**config.mk**
```make
export PLATFORM = sky130hd
export DESIGN_NAME = ytpq_ptr
export DESIGN_NICKNAME = d
export VERILOG_FILES = /design/src/hdl/ytpq_pkg.sv /design/src/hdl/ytpq_ptr.sv
export SDC_FILE = /design/constraint.sdc
export NUM_CORES = 1
export LEC_CHECK = 0
export BUFFER_PORTS_ARGS = -buffer_cell sky130_fd_sc_hd__buf_2
export CAP_MARGIN = 20
export CORE_ASPECT_RATIO = 0.5
export CORE_MARGIN = 4
export CORE_UTILIZATION = 33
export DETAILED_ROUTE_END_ITERATION = 6
export PLACE_DENSITY = 0.66
export SLEW_MARGIN = 5
export SYNTH_ARGS = -nofsm -noshare
export SYNTH_HDL_FRONTEND = slang
export SYNTH_SLANG_ARGS = --single-unit
```
**constraint.sdc**
```tcl
create_clock -name vclk -period 5.4
set_input_delay 0.54 -clock vclk [all_inputs]
set_output_delay 0.54 -clock vclk [all_outputs]
set_load 0.01 [all_outputs]
```
**src/hdl/ytpq_pkg.sv**
```systemverilog
// Shared types and constants for the Young tableau priority queue.
// No dependencies; every other file imports this package.
`default_nettype none
package ytpq_pkg;

  localparam int unsigned KEY_W    = 32;
  localparam int unsigned MAX_ROWS = 8;
  localparam int unsigned MAX_COLS = 8;
  localparam int unsigned ROW_W    = 3;
  localparam int unsigned COL_W    = 3;
  localparam int unsigned DIM_W    = 4;
  localparam int unsigned DIAG_W   = 4;
  localparam int unsigned CNT_W    = 7;
  localparam int unsigned ST_W     = 2;

  typedef logic signed [KEY_W-1:0] key_t;

  localparam key_t EMPTY_KEY = 32'sh7FFF_FFFF;

  localparam logic [ST_W-1:0] ST_OK    = 2'd0;
  localparam logic [ST_W-1:0] ST_FULL  = 2'd1;
  localparam logic [ST_W-1:0] ST_EMPTY = 2'd2;

  localparam logic OP_INSERT  = 1'b0;
  localparam logic OP_EXTRACT = 1'b1;

  localparam logic REG_ROWS = 1'b0;
  localparam logic REG_COLS = 1'b1;

  // fill pointer: anti-diagonal and the cell on it
  typedef struct packed {
    logic [DIAG_W-1:0] fd;
    logic [ROW_W-1:0]  nr;
    logic [COL_W-1:0]  nc;
  } ptr_t;

  // direction of an exchange with a neighbour
  typedef struct packed {
    logic up;
    logic left;
    logic down;
    logic right;
  } swap_t;

  typedef struct packed {
    logic clear;
    logic start;
    logic step;
    logic sink;
  } cell_cmd_t;

endpackage
`default_nettype wire

```
**src/hdl/ytpq_ptr.sv**
```systemverilog
// Fill pointer stepping: next free cell forward and back in anti-diagonal order.
// Depends on ytpq_pkg.
`default_nettype none
module ytpq_ptr (
  input  ytpq_pkg::ptr_t           ptr_i,
  input  logic [ytpq_pkg::DIM_W-1:0] rows_i,
  input  logic [ytpq_pkg::DIM_W-1:0] cols_i,
  output ytpq_pkg::ptr_t           adv_o,
  output ytpq_pkg::ptr_t           ret_o
);
  import ytpq_pkg::*;

  logic [DIM_W-1:0] nr4, nc4;
  logic [DIM_W-1:0] a_d, a_r, a_c;
  logic [DIM_W-1:0] r_d, r_cm1, r_r, r_c;

  assign nr4 = {1'b0, ptr_i.nr};
  assign nc4 = {1'b0, ptr_i.nc};

  always_comb begin
    a_d = ptr_i.fd + DIAG_W'(1);
    a_r = (a_d < rows_i) ? a_d : rows_i - DIM_W'(1);
    a_c = a_d - a_r;
    if (ptr_i.nr != '0 && (nc4 + DIM_W'(1)) < cols_i) begin
      adv_o.fd = ptr_i.fd;
      adv_o.nr = ptr_i.nr - ROW_W'(1);
      adv_o.nc = ptr_i.nc + COL_W'(1);
    end else begin
      adv_o.fd = a_d;
      adv_o.nr = a_r[ROW_W-1:0];
      adv_o.nc = a_c[COL_W-1:0];
    end
  end

  always_comb begin
    r_d   = ptr_i.fd - DIAG_W'(1);
    r_cm1 = cols_i - DIM_W'(1);
    r_r   = (r_d > r_cm1) ? r_d - r_cm1 : '0;
    r_c   = r_d - r_r;
    if ((nr4 + DIM_W'(1)) < rows_i && ptr_i.nc != '0) begin
      ret_o.fd = ptr_i.fd;
      ret_o.nr = ptr_i.nr + ROW_W'(1);
      ret_o.nc = ptr_i.nc - COL_W'(1);
    end else if (ptr_i.fd == '0) begin
      ret_o = '0;
    end else begin
      ret_o.fd = r_d;
      ret_o.nr = r_r[ROW_W-1:0];
      ret_o.nc = r_c[COL_W-1:0];
    end
  end

endmodule
`default_nettype wire

```
==> metrics <==
status=finished clean; Initial Util=35.5%; final net count=218; Comb pwr share=100.0%; Worst path top cell family by delay=adder cells; Vias/cell=4.75; Buffers on Ports=38; worst hold endpoint=adv_o[0]; Tmin final=3960 ps; DP HPWL=2280 um; peak supply drop=0.0426 mV; clock power share=0%; Place WS=1410 ps; largest net degree at the start of global routing=17; LEAKAGE=0.714 nW; Remaining Overflow, GRT=0; Min-Delay Path Depth=3; Netlist cell types=36; largest stage delay on the critical path=420 ps; Post-CTS Setup Inserts=0; Synth Area in Adders=33.9%; Synth Area in Compound Gates=18.2%; cts hold-fix bufs=0; Post-Layout Inst Area=1320 um2; Cell Pwr Density=153 nW/um2; area added between synthesis and finish=19.8%; mapped cell area=1100 um2; WP data arrival=3420 ps; Vias=998; sequential share of power=0%; DRC Markers=0; Inserted Diodes=0; Ports=38; xor/xnor cell area share of the yosys netlist=15.7%; post-synthesis mux area share=10.5%; fraction of layout cells with a size suffix above 1=28.8%; top sig layer=met3; Relative slew margins=76.7%; syn avg cell area=8.16 um2; metal2 WL=1310 um; post_cts resized=0; row cnt=14; Yosys top cell area share=28.4%; Core Region=3100 um2; placed instance area=1320 um2; initial antenna violation count=0; met1 wire length=1290 um; storage element area=0 um2; routed len/inst=12.5 um; final core utilization=42.5%; Cell Int Power=91.5 uW; top post-synthesis cells by area=ha_1, xnor2_1, inv_1; Final GP Congestion=0.814; Synth area leader=ha_1; die width=89.7 um; worst hold-check path type=in2out; GRT Total Usage=12.3%; fin crit share=73.4%; Hold Vio Cnt, Final=0; unrepaired setup endpoints after global routing=no; drt pass-1 iters=4; Post-Synthesis Cells=135; setup TNS=0 ps; main combinational cell family by area after synthesis=adder cells; WP data required=4860 ps; die height=48.8 um; Die ar.=4380 um2; Setup violations, final=0; global-route wire length before repair=4480 um; Crit Path Class=in2out; vias in the first global route=940; final WL=2620 um; fmax=0.252 GHz; simple-gate share of the synthesized area=13.0%; worst path cell trace=buf_2 > inv_1 > ha_1 > inv_1 > fa_1 > a21o_1 > a21oi_1 > a41oi_1 > nand2_1 > fa_1 > xor2_1 > xnor2_1 > a31o_2 > buf_2; startpoint types=primary input; fin worst setup slack=1440 ps; worst slew pin tran=346 ps; CP max FO=8; WL met3=15 um; register area share after synthesis=0%; Crit. End Element=output pin; hold_sp=ptr_i[0]; switch share=54.7%; WP buf/inv=4; clock buffer count=0; post-route ant nets=0; Iter 0 DRT Violations=62; crit path max-delay cell type=fa_1; warnings from Yosys=0; Max-Cap Viols=0; Net Sw Power=110 uW; Slew Limit Fails=0; FFs & Latches=0; syn nets=181
==> worst max-delay path by stage <==
| stage | startpoint | slack (ps) | depth (start not counted) | end |
|---|---|---|---|---|
| 2_1_floorplan | ptr_i[6] | 1990 | 12 | ret_o[2] |
| 3_3_place_gp | ptr_i[6] | 1530 | 14 | ret_o[2] |
| 3_5_place_dp | ptr_i[6] | 1410 | 14 | ret_o[2] |
| 4_1_cts | ptr_i[6] | 1410 | 14 | ret_o[2] |
| 5_1_grt | ptr_i[6] | 1210 | 14 | ret_o[2] |
| 6_report | ptr_i[6] | 1440 | 14 | ret_o[2] |
==> worst min-delay path, cell delays in order <==
cell and delay [ps]:
buf_2 130, mux2i_1 80, buf_2 130
==> cell usage after synthesis, drive strengths merged <==
| cell type | instances |
|---|---|
| ha | 25 |
| inv | 20 |
| xnor2 | 10 |
| xor2 | 8 |
| a21oi | 7 |
| mux2i | 7 |
| nor2 | 7 |
| nand2 | 6 |
| nor3 | 6 |
| mux2 | 4 |
| o21ai | 4 |
| fa | 3 |
| nand3 | 3 |
| a21o | 2 |
| a31oi | 2 |
| and2 | 2 |
| buf | 2 |
| o21a | 2 |
| o22ai | 2 |
| a211oi | 1 |
| a21bo | 1 |
| a21boi | 1 |
| a221o | 1 |
| a31o | 1 |
| a41oi | 1 |
| clkbuf | 1 |
| nand2b | 1 |
| nand3b | 1 |
| o211ai | 1 |
| o21bai | 1 |
| o32ai | 1 |
| or3 | 1 |
==> power by group through the flow <==
stage	Clock [mW]	Combinational (mW)	Sequential, mW
2_1_floorplan	0	0.145	0
3_3_place_gp	0	0.201	0
3_5_place_dp	0	0.202	0
4_1_cts	0	0.203	0
5_1_grt	0	0.226	0
6_report	0	0.202	0
==> kinds of logic (layout without fill, tap and decap cells) <==
| logic type | Yosys count | in the layout |
|---|---|---|
| compound gates | 28 | 28 |
| fa+ha+maj | 28 | 28 |
| simple gates | 27 | 27 |
| mux | 11 | 11 |
| buf+inv | 23 | 58 |
| xor+xnor | 18 | 18 |
==> through the flow <==
stage	cells	total power, mW	hold slack, ps
final	210	0.202	1420
after global routing	210	0.226	1450
after CTS	210	0.203	1430
after detailed placement	210	0.202	1430
after global placement	210	0.201	1430
after floorplan	135	0.145	1160
==> cells in the final DEF (no fill, tap or decap) <==
master    instances
o32ai_1           1
xor2_1            6
xor2_2            2
o21ai_0           1
a21boi_1          1
fa_1              3
nor2_8            1
buf_2            38
a31o_2            1
mux2_2            4
a21o_1            2
mux2i_1           7
o21ai_1           3
nand3b_1          1
and2_1            2
o211ai_1          1
a21bo_2           1
xnor2_1          10
a221o_2           1
nand2_1           6
inv_1            20
nand3_1           3
a21oi_1           7
ha_1             25
nor3_1            6
or3_1             1
a31oi_1           2
o22ai_1           2
nand2b_1          1
nor2_1            6
a211oi_4          1
o21bai_1          1
a41oi_1           1
o21a_1            2
==> metal layers <==
layer / vias up / global-route usage (%)
met5: - / 0
met4: 0 / 0
met3: 0 / 0
met2: 5 / 20.6
met1: 458 / 18.6
li1: 535 / -
==> area by class of cell <==
| type | instances | area [um2] |
|---|---|---|
| Tap cell | 40 | 50.0 |
| Inverter | 20 | 75.1 |
| Multi-Input combinational cell | 112 | 1000 |
| Timing Repair Buffer | 38 | 190 |
| Fill cell | 318 | 1780 |
Power figures use the tool's default switching activity.
