===== src/hdl/ytpq_pkg.sv =====
// Shared types and constants for the Young tableau priority queue.
// No dependencies; every other file imports this package.
`default_nettype none
package ytpq_pkg;

  localparam int unsigned KEY_W    = 32;
  localparam int unsigned MAX_ROWS = 8;
  localparam int unsigned MAX_COLS = 8;
  localparam int unsigned ROW_W    = 3;
  localparam int unsigned COL_W    = 3;
  localparam int unsigned DIM_W    = 4;
  localparam int unsigned DIAG_W   = 4;
  localparam int unsigned CNT_W    = 7;
  localparam int unsigned ST_W     = 2;

  typedef logic signed [KEY_W-1:0] key_t;

  localparam key_t EMPTY_KEY = 32'sh7FFF_FFFF;

  localparam logic [ST_W-1:0] ST_OK    = 2'd0;
  localparam logic [ST_W-1:0] ST_FULL  = 2'd1;
  localparam logic [ST_W-1:0] ST_EMPTY = 2'd2;

  localparam logic OP_INSERT  = 1'b0;
  localparam logic OP_EXTRACT = 1'b1;

  localparam logic REG_ROWS = 1'b0;
  localparam logic REG_COLS = 1'b1;

  // fill pointer: anti-diagonal and the cell on it
  typedef struct packed {
    logic [DIAG_W-1:0] fd;
    logic [ROW_W-1:0]  nr;
    logic [COL_W-1:0]  nc;
  } ptr_t;

  // direction of an exchange with a neighbour
  typedef struct packed {
    logic up;
    logic left;
    logic down;
    logic right;
  } swap_t;

  typedef struct packed {
    logic clear;
    logic start;
    logic step;
    logic sink;
  } cell_cmd_t;

endpackage
`default_nettype wire


===== src/hdl/ytpq_cell.sv =====
// One tableau cell: holds a key and the walk token, exchanges with neighbours.
// Depends on ytpq_pkg.
`default_nettype none
module ytpq_cell (
  input  logic                clk_i,
  input  logic                rst_ni,
  input  ytpq_pkg::cell_cmd_t cmd_i,
  input  logic                has_up_i,
  input  logic                has_left_i,
  input  ytpq_pkg::key_t      up_i,
  input  ytpq_pkg::key_t      left_i,
  input  ytpq_pkg::key_t      down_i,
  input  ytpq_pkg::key_t      right_i,
  input  ytpq_pkg::swap_t     nb_swap_i,
  input  logic                wr_en_i,
  input  ytpq_pkg::key_t      wr_val_i,
  input  logic                tok_set_i,
  output ytpq_pkg::key_t      val_o,
  output ytpq_pkg::swap_t     swap_o
);
  import ytpq_pkg::*;

  key_t  val_q, val_d;
  logic  tok_q, tok_d;
  logic  act, pick_up, pick_left, climb_mv, dn_ok, rt_ok;
  key_t  parent, sink_min;
  swap_t pull;

  assign act       = tok_q & cmd_i.step;
  assign pick_up   = has_up_i & (~has_left_i | (up_i > left_i));
  assign pick_left = has_left_i & ~pick_up;
  assign parent    = pick_up ? up_i : left_i;
  assign climb_mv  = (has_up_i | has_left_i) && (parent > val_q);

  // empty neighbours never take part in a sink
  assign dn_ok     = (down_i != EMPTY_KEY) && (down_i < val_q);
  assign sink_min  = dn_ok ? down_i : val_q;
  assign rt_ok     = (right_i != EMPTY_KEY) && (right_i < sink_min);

  assign swap_o.up    = act & ~cmd_i.sink & climb_mv & pick_up;
  assign swap_o.left  = act & ~cmd_i.sink & climb_mv & pick_left;
  assign swap_o.down  = act & cmd_i.sink & dn_ok & ~rt_ok;
  assign swap_o.right = act & cmd_i.sink & rt_ok;

  assign pull  = swap_o | nb_swap_i;
  assign val_o = val_q;

  always_comb begin
    val_d = val_q;
    tok_d = tok_q;
    if (cmd_i.start) begin
      tok_d = tok_set_i;
      if (wr_en_i) begin
        val_d = wr_val_i;
      end
    end else if (cmd_i.step) begin
      // token follows the key that moves into this cell
      tok_d = |nb_swap_i;
      if (pull.up) begin
        val_d = up_i;
      end else if (pull.left) begin
        val_d = left_i;
      end else if (pull.down) begin
        val_d = down_i;
      end else if (pull.right) begin
        val_d = right_i;
      end
    end
    if (cmd_i.clear) begin
      val_d = EMPTY_KEY;
      tok_d = 1'b0;
    end
  end

  always_ff @(posedge clk_i or negedge rst_ni) begin
    if (!rst_ni) begin
      val_q <= EMPTY_KEY;
      tok_q <= 1'b0;
    end else begin
      val_q <= val_d;
      tok_q <= tok_d;
    end
  end

endmodule
`default_nettype wire


===== config.mk =====
export PLATFORM = sky130hd
export DESIGN_NAME = ytpq_cell
export DESIGN_NICKNAME = d
export VERILOG_FILES = /design/src/hdl/ytpq_pkg.sv /design/src/hdl/ytpq_cell.sv
export SDC_FILE = /design/constraint.sdc
export NUM_CORES = 1
export LEC_CHECK = 0
export CORE_UTILIZATION = 40
export DETAILED_ROUTE_END_ITERATION = 8
export DONT_BUFFER_PORTS = 1
export HOLD_SLACK_MARGIN = 0.08
export PLACE_DENSITY = 0.65
export SETUP_SLACK_MARGIN = 0.4
export SYNTH_ARGS = -nofsm -noshare
export SYNTH_HDL_FRONTEND = slang
export SYNTH_SLANG_ARGS = --single-unit

===== constraint.sdc =====
create_clock -name clk_i -period 18.3 [get_ports clk_i]
set_clock_uncertainty 0.05 [all_clocks]
set_input_delay 2.745 -clock clk_i [delete_from_list [all_inputs] [get_ports clk_i]]
set_output_delay 2.745 -clock clk_i [all_outputs]
set_load 0.005 [all_outputs]

==> run_results.csv, run 1 <==
group,metric,value,unit
status,status,"finished clean",
yosys,synthFlopType,"dfstp_2",
sta,fmax,0.0897,GHz
power_and_ir_drop,p_leak,3.22,nW
global_routing,overflow,0,
final_layout,syn_to_final_growth,5.68,%
sta,hold_viol_final,0,
yosys,avgSynthCellArea,7.58,um^2
power_and_ir_drop,vdd_drop_max,0.0324,mV
global_routing,use_met3,7.91,%
yosys,synth_top_family_by_area,"compound AO/OA/AOI/OAI gates",
placement,dp_hpwl,19000,um
sta,finalWorstSetupSlack,7.16,ns
yosys,yosys_warnings,0,
global_routing,antenna_found_initial,0,
yosys,synth_area_leaders,"ha_1, dfstp_2, mux2i_1",
placement,port_buffers,0,
power_and_ir_drop,p_per_area,60.6,nW/um^2
clock_network,cts_tree,"done",
yosys,synth_compound_area_share,27.1,%
drt,via_count,6692,
global_routing,busiest_layer,"met2",
setup_path,crit_fanout,44,
die,coreArea,16000,um^2
yosys,synth_seq_cells,33,
drt,drc,0,
yosys,yosysMostFrequentCell,"ha_1",
sta,min_period,11.14,ns
global_routing,grt_max_degree,64,
yosys,synth.area.mux_share,10.2,%
global_routing,grt_pass1_wl,34900,um
yosys,synth_top_area_share,23.9,%
min_path,hold_end,"val_o[25]",
sta,final.setup.tns,0,ns
sta,slew_viol_final,0,
final_layout,fin_area,6960,um^2
drt,wl_per_cell,21.9,um
setup_path,end_kind,"primary output",
final_layout,final_nets,1145,
die,rows,46,
final_layout,drive_gt1_share,7.92,%
setup_path,rr_endpoint,"val_o[31]",
clock_network,clk_latency,0.29,ns
drt,ant_nets,0,
drt,drtPass1Iterations,5,
clock_network,clock_path_buffers,2,
setup_path,regToRegSetupSlack,11.37,ns
sta,fin_crit_sh,60.9,%
sta,rsz0062_at_grt,"false",
setup_path,worstSetupStartpoint,"left_i[28]",
min_path,worstHoldPathType,"flip-flop to flip-flop",
placement,place_ws,7.18,ns
drt,avgViaCountPerCell,6.30,
yosys,synth-async-reset-ratio,100,%
yosys,yosys.area.top_type,"ha_1",
global_routing,grt_use_met2,43.9,%
clock_network,ctsHoldBuffers,0,
clock_network,cts_max_level,2,
placement,place_congestion,0.960,
drt,wirelength,23300,um
clock_network,cts_resized,0,
die,dieArea,17000,um^2
min_path,hp-start,"val_o[25]",
die,die_w,130,um
setup_path,timing.rr.start,"val_o[7]",
yosys,synthAdderAreaFrac,23.9,%
final_layout,fill_cells,1683,
yosys,ys_seq_area_share,13.1,%
global_routing,global_route.usage.met1,35.3,%
clock_network,cts.sinks,33,
placement,place_area,6800,um^2
die,die_y,130,um
die,ios,210,
clock_network,cts_buffers,5,
yosys,syn-num-nets,1169,
sta,worstMarginPinSlew,1.19,ns
sta,slew_headroom,20.5,%
yosys,netlist_instances,869,
yosys,synth_xor_area_share,0.266,%
clock_network,clkTransAtPathRegs,0.06,ns
min_path,min_path_cells,1,
die,initial_core_util,41.1,%
yosys,synthSimpleGateAreaFrac,18.5,%
clock_network,cts_root_buf,"clkbuf_16",
global_routing,grtUsageTotal,27.3,%
clock_network,cts_setup_buffers,0,
yosys,synth_edf_count,0,
final_layout,diodes,0,
yosys,synth_common_cells,"ha_1, inv_1, mux2i_1, nor2_1, nand2_1",
setup_path,crit_required,15.51,ns
setup_path,reg2reg_depth,22,
setup_path,cp-start-kind,"input port",
sta,setup_viol,0,
yosys,syn_area,6580,um^2
yosys,synth.distinct_cells,63,
drt,drt-initial-drc-count,494,
global_routing,grt_pass1_vias,6391,
run,maxCapViolations,0,
setup_path,crit_type,"input port to primary output",
setup_path,arrival,8.35,ns
==> through the flow <==
stage / instances / hold slack, ns / total power [mW] / utilization [%]
2_1_floorplan: 869 / 0.521 / 0.270 / -
3_3_place_gp: 1054 / 0.532 / 0.322 / 42.5
3_5_place_dp: 1054 / 0.539 / 0.325 / 42.5
4_1_cts: 1062 / 0.547 / 0.423 / 43.5
5_1_grt: 1062 / 0.551 / 0.457 / 43.5
6_report: 1062 / 0.542 / 0.421 / 43.5
==> worst max-delay path by stage <==
stage | endpoint | slack, ns | cells past startpoint
global route | swap_o[3] | 6.62 | 19
global placement | swap_o[3] | 7.25 | 18
floorplan | swap_o[3] | 8.58 | 19
finish | swap_o[3] | 7.16 | 18
CTS | swap_o[3] | 7.16 | 18
detailed placement | swap_o[3] | 7.18 | 18
==> sequential cells by signal, summed over array words and instances, names as in the netlist <==
signal  cells
tok_q       1
val_o      32
==> final cells by class <==
class	instances	area (um^2)	share of cell area (%)
sequential	33	865	12.4
clock inverter	1	5.00	0.0719
inverter	75	282	4.05
multi-input combinational	722	5320	76.5
tap	216	270	3.88
timing repair buffer	8	60.1	0.863
clock buffer	7	153	2.19
==> power by group <==
part           leakage, nW  internal (mW)  switching [mW]
combinational         2.78         0.0945           0.131
sequential           0.353         0.0882          0.0133
clock               0.0799         0.0578          0.0367
total                 3.22          0.240           0.181
==> per-layer routing <==
layer / wire, um / vias up
met4: 412 / 0
met3: 2280 / 28
met5: 0 / -
met1: 10300 / 3149
met2: 10300 / 260
li1: - / 3255
==> critical path, cell delays in order <==
cell and delay (ns):
inv_1 0.03, ha_1 0.29, nand3_1 0.14, nor3_1 0.37, nand2_1 0.16, nor4_1 0.58
a211oi_1 0.22, a211oi_4 0.73, buf_4 0.50, o21ai_0 0.16, ha_1 0.31, a211oi_1 0.28
o21ai_1 0.11, o31a_1 0.24, o41a_1 0.36, nor4_4 0.33, mux2i_1 0.53, and2_1 0.23
==> cell families (layout without fill, tap and decap cells) <==
kind of cell	Yosys count	after routing
AO/OA/AOI/OAI	276	276
XOR/XNOR	2	2
adder cells (fa/ha/maj)	126	126
buffers and inverters	114	91
flip-flops	33	33
multiplexers	67	67
AND/OR/NAND/NOR	251	251
==> cells in the final DEF (no fill, tap or decap), types with 6 or more instances in the layout <==
master / n
inv_1: 75
nor2_1: 64
a21oi_1: 58
nor3_1: 39
dfstp_2: 31
o21ai_0: 47
o22a_1: 31
a211o_1: 6
o21ai_1: 36
buf_4: 8
a211oi_1: 11
a21oi_2: 10
nand2_1: 61
o22ai_1: 32
nand3_1: 17
nand4_1: 33
nor4_1: 11
ha_1: 126
o211ai_1: 7
mux2i_1: 65
(Power assumes the default switching activity.)
==> inputs of run 2 (changes only) <==
- clock period: 18.3 -> 11.3 ns (I/O delays scaled with it)
==> run_results.csv, run 2 (synthesis results as in run 1) <==
group,metric,value,unit
sta,fmax,0.113,GHz
sta,hold_ws,0.544,ns
die,ios,210,
global_routing,grtUsageTotal,27.6,%
global_routing,overflow,0,
clock_network,clkTransAtPathRegs,0.06,ns
sta,fin_crit_sh,78.6,%
placement,port_buffers,0,
sta,finalWorstSetupSlack,2.42,ns
final_layout,regArea,865,um^2
clock_network,cts_root_buf,"clkbuf_16",
setup_path,arrival,7.14,ns
placement,place_ws,2.43,ns
setup_path,crit_fanout,29,
clock_network,cts_resized,0,
final_layout,drive_gt1_share,8.03,%
drt,avgViaCountPerCell,6.27,
final_layout,syn_to_final_growth,5.80,%
global_routing,grt_pass1_wl,35200,um
setup_path,cp-start-kind,"input port",
drt,drc,0,
sta,slew_headroom,21.7,%
min_path,hp-start,"val_o[18]",
drt,via_count,6670,
sta,setup_viol,0,
power_and_ir_drop,p_per_area,98.4,nW/um^2
die,dieArea,17000,um^2
clock_network,clk_latency,0.30,ns
setup_path,crit_type,"input port to primary output",
die,die_w,130,um
clock_network,clock_path_buffers,2,
clock_network,cts_tree,"done",
setup_path,crit_required,9.56,ns
global_routing,use_met3,9.27,%
final_layout,multi_input_area,5320,um^2
die,initial_core_util,41.1,%
die,die_y,130,um
placement,place_congestion,0.963,
global_routing,global_route.usage.met1,34.4,%
sta,slew_viol_final,0,
drt,drtPass1Iterations,5,
drt,drt-initial-drc-count,394,
final_layout,largest_register_ff_count,32,
min_path,worstHoldPathType,"flip-flop to flip-flop",
power_and_ir_drop,p_leak,3.22,nW
clock_network,cts.sinks,33,
clock_network,ctsHoldBuffers,0,
sta,rsz0062_at_grt,"false",
final_layout,final_common_cell,"ha_1",
final_layout,fill_cells,1708,
sta,hold_viol_final,0,
drt,wirelength,23500,um
run,maxCapViolations,0,
global_routing,grt_pass1_vias,6459,
setup_path,worstSetupStartpoint,"left_i[28]",
clock_network,cts_buffers,5,
global_routing,antenna_found_initial,0,
die,rows,46,
die,coreArea,16000,um^2
final_layout,final_nets,1146,
power_and_ir_drop,vdd_drop_max,0.0513,mV
status,status,"finished clean",
setup_path,end_kind,"primary output",
drt,ant_nets,0,
placement,dp_hpwl,19200,um
final_layout,layout_common_cells,"ha_1, inv_1, mux2i_1, nor2_1, nand2_1",
global_routing,grt_use_met2,45.0,%
final_layout,utilization,43.5,%
clock_network,cts_setup_buffers,0,
sta,min_period,8.88,ns
final_layout,diodes,0,
clock_network,cts_max_level,2,
sta,worstMarginPinSlew,1.17,ns
global_routing,grt_max_degree,64,
drt,wl_per_cell,22.1,um
sta,final.setup.tns,0,ns
setup_path,timing.rr.start,"val_o[7]",
global_routing,busiest_layer,"met2",
==> run 2: final cells by class <==
class                           instances  area share [%]
Tap cell                              216            3.88
Sequential cell                        33            12.4
Clock buffer                            7            2.19
Clock inverter                          1          0.0719
Timing Repair Buffer                    9           0.970
Inverter                               75            4.04
Multi-Input combinational cell        722            76.4
==> run 2: worst max-delay path, cell delays in order <==
cell and delay, ns:
inv_1 0.03, ha_1 0.29, nand3_1 0.14, nor3_1 0.36
nand2_1 0.15, nor4_1 0.53, a211oi_1 0.21, a211oi_4 0.75
buf_4 0.42, o21ai_0 0.13, ha_1 0.30, a211oi_1 0.28
o21ai_1 0.10, o31a_1 0.25, o41a_1 0.37, nor4_4 0.32
mux2i_1 0.53, and2_1 0.24
==> run 2: report_power, final <==
| part | switching, mW | leakage, nW | internal, mW | total, mW |
|---|---|---|---|---|
| registers | 0.0218 | 0.353 | 0.143 | 0.165 |
| logic | 0.213 | 2.79 | 0.154 | 0.367 |
| clock network | 0.0605 | 0.0799 | 0.0936 | 0.154 |
| total | 0.295 | 3.22 | 0.390 | 0.685 |
==> run 2: stage by stage <==
stage	instance area, um^2	total power [mW]	cells
global placement	6810	0.523	1055
finish	6970	0.685	1063
global route	6970	0.740	1063
floorplan	6580	0.438	869
CTS	6970	0.687	1063
detailed placement	6810	0.529	1055
==> run 2: worst paths after layout <==
| path | to | slack, ns | cells after the start |
|---|---|---|---|
| setup / recovery | swap_o[3] | 2.42 | 18 |
| hold / removal | val_o[18] | 0.54 | 1 |
| setup reg to reg | val_o[23] | 4.20 | 22 |
| hold reg to reg | val_o[18] | 0.54 | 1 |
| max in group asynchronous | val_o[13] | 9.97 | 0 |
| min in group asynchronous | val_o[31] | 1.04 | 0 |
==> run 2: layer usage <==
metal  wire length (um)  vias to the layer above
met4                402                        0
met5                  0                        -
met3               2460                       24
met2              10700                      260
met1               9920                     3138
li1                   -                     3248
==> inputs of run 3 (changes only) <==
- ABC_AREA: unset -> 1
- PLACE_DENSITY: 0.65 -> 0.67
- clock period: 11.3 -> 7.2 ns (I/O delays scaled with it)
==> run_results.csv, run 3 <==
group,metric,value,unit
drt,via_count,7578,
min_path,worstHoldPathType,"input port to async pin",
power_and_ir_drop,vdd_drop_max,0.0833,mV
setup_path,timing.rr.start,"val_o[21]",
final_layout,final_common_cell,"nand2_1",
die,die_w,134,um
yosys,syn-num-nets,1503,
global_routing,grt_pass1_vias,7081,
drt,wirelength,24300,um
power_and_ir_drop,p_leak,4.09,nW
drt,drc,0,
clock_network,cts_root_buf,"clkbuf_16",
sta,setup_viol,0,
run,maxCapViolations,0,
clock_network,cts_tree,"done",
yosys,synth_seq_cells,33,
drt,ant_nets,0,
placement,dp_hpwl,19600,um
yosys,synth-async-reset-ratio,100,%
final_layout,largest_register_ff_count,32,
drt,drt-initial-drc-count,624,
setup_path,crit_path_max_incr_delay,0.37,ns
final_layout,multi_input_area,5270,um^2
final_layout,utilization,43.4,%
yosys,synth_common_cells,"nand2_1, inv_1, ha_1, nor2_1, a21oi_1",
yosys,yosysMostFrequentCell,"nand2_1",
clock_network,clk_latency,0.30,ns
placement,port_buffers,0,
setup_path,cpMostUsedCell,"nand2_1",
placement,place_inst,1388,
drt,avgViaCountPerCell,5.43,
clock_network,clock_path_buffers,2,
yosys,synth_top_area_share,22.6,%
yosys,synth_edf_count,0,
clock_network,clkTransAtPathRegs,0.06,ns
global_routing,grt_pass1_wl,37700,um
die,rows,47,
yosys,ys_seq_area_share,12.4,%
die,die_y,134,um
final_layout,regArea,865,um^2
clock_network,cts.sinks,33,
drt,drtPass1Iterations,5,
setup_path,reg2reg_depth,32,
sta,rsz0062_at_grt,"false",
power_and_ir_drop,p_total,1.09,mW
sta,min_period,6.41,ns
placement,place_congestion,0.933,
power_and_ir_drop,p_per_area,149,nW/um^2
die,initial_core_util,41.4,%
sta,hold_viol_final,0,
sta,slew_viol_final,0,
setup_path,cp-start-kind,"input port",
sta,fmax,0.156,GHz
yosys,synth.distinct_cells,38,
yosys,netlist_instances,1203,
final_layout,fin_cells,1395,
status,status,"finished clean",
setup_path,arrival,5.28,ns
yosys,avgSynthCellArea,5.79,um^2
setup_path,crit_required,6.07,ns
global_routing,grtUsageTotal,27.1,%
setup_path,end_kind,"primary output",
yosys,yosys_warnings,0,
sta,slew_headroom,54.7,%
sta,fin_crit_sh,89.0,%
clock_network,cts_buffers,5,
drt,wl_per_cell,17.4,um
sta,final.setup.tns,0,ns
final_layout,layout_common_cells,"nand2_1, inv_1, ha_1, nor2_1, a21oi_1",
clock_network,cts_max_level,2,
global_routing,antenna_found_initial,0,
final_layout,syn_to_final_growth,4.85,%
final_layout,drive_gt1_share,5.96,%
setup_path,crit_type,"input port to primary output",
yosys,synthFlopType,"dfstp_2",
yosys,syn_area,6970,um^2
global_routing,overflow,0,
die,coreArea,16800,um^2
final_layout,diodes,0,
setup_path,worstSetupStartpoint,"left_i[31]",
yosys,synth_area_leaders,"ha_1, nand2_1, dfstp_2",
die,dieArea,17900,um^2
sta,worstMarginPinSlew,0.662,ns
die,ios,210,
setup_path,slowest_stage,"ha_1",
clock_network,cts_setup_buffers,0,
yosys,yosys.area.top_type,"ha_1",
final_layout,fill_cells,1885,
setup_path,crit_fanout,62,
global_routing,grt_max_degree,65,
final_layout,final_nets,1475,
[run 3: power breakdown]
part	internal, mW	leakage, nW	switching, mW	total (mW)
Combinational	0.218	3.67	0.379	0.598
Clock	0.136	0.0700	0.0970	0.233
Sequential	0.229	0.351	0.0302	0.259
[run 3: area by class of cell]
| type | count | area share (%) |
|---|---|---|
| sequential | 33 | 11.8 |
| inverter | 168 | 8.74 |
| timing repair buffer | 12 | 1.58 |
| tap | 220 | 3.77 |
| multi-input combinational | 955 | 72.1 |
| clock buffer | 7 | 1.95 |
[run 3: path summary, 6_finish.rpt]
kind	slack, ns	to
setup / recovery	0.79	swap_o[3]
min in group clk_i	0.44	val_o[26]
hold / removal	0.42	val_o[31]
hold reg to reg	0.44	val_o[26]
max in group asynchronous	6.49	val_o[11]
setup reg to reg	1.40	val_o[11]
[run 3: critical path, delay by kind of cell]
kind	cells	cell delay, ns
buffers and inverters	6	0.67
AND/OR/NAND/NOR	15	1.65
adder cells (fa/ha/maj)	2	0.64
AO/OA/AOI/OAI	8	1.23
[run 3: cells by family (layout without fill, tap and decap cells)]
logic type,Yosys count,after routing,share of synthesized area (%)
simple gates,641,641,38.3
buf+inv,215,187,12.3
compound gates,188,188,14.4
fa+ha+maj,126,126,22.6
flops,33,33,12.4
[run 3: routing by layer]
layer | wire length, um | vias up | global-route usage, %
met2 | 10700 | 290 | 43.9
met4 | 575 | 0 | 7.89
met1 | 10700 | 3386 | 34.2
met5 | 0 | - | 0
li1 | - | 3866 | -
met3 | 2350 | 36 | 8.54
[run 3: stage by stage]
stage                     instance area, um^2  hold WS, ns  setup slack, ns
after CTS                                7280        0.419            0.677
after detailed placement                 7140        0.428            0.403
final                                    7300        0.425            0.792
after global routing                     7300        0.419            0.384
after global placement                   7140        0.424            0.587
after floorplan                          6970        0.413             1.57
[run 3: timing repair]
| item | 4_1_cts | 5_1_grt |
|---|---|---|
| resized for setup | 0 | 10 |
| endpoints found under the setup margin | 0 | 34 |
| hold buffers | 0 | 0 |
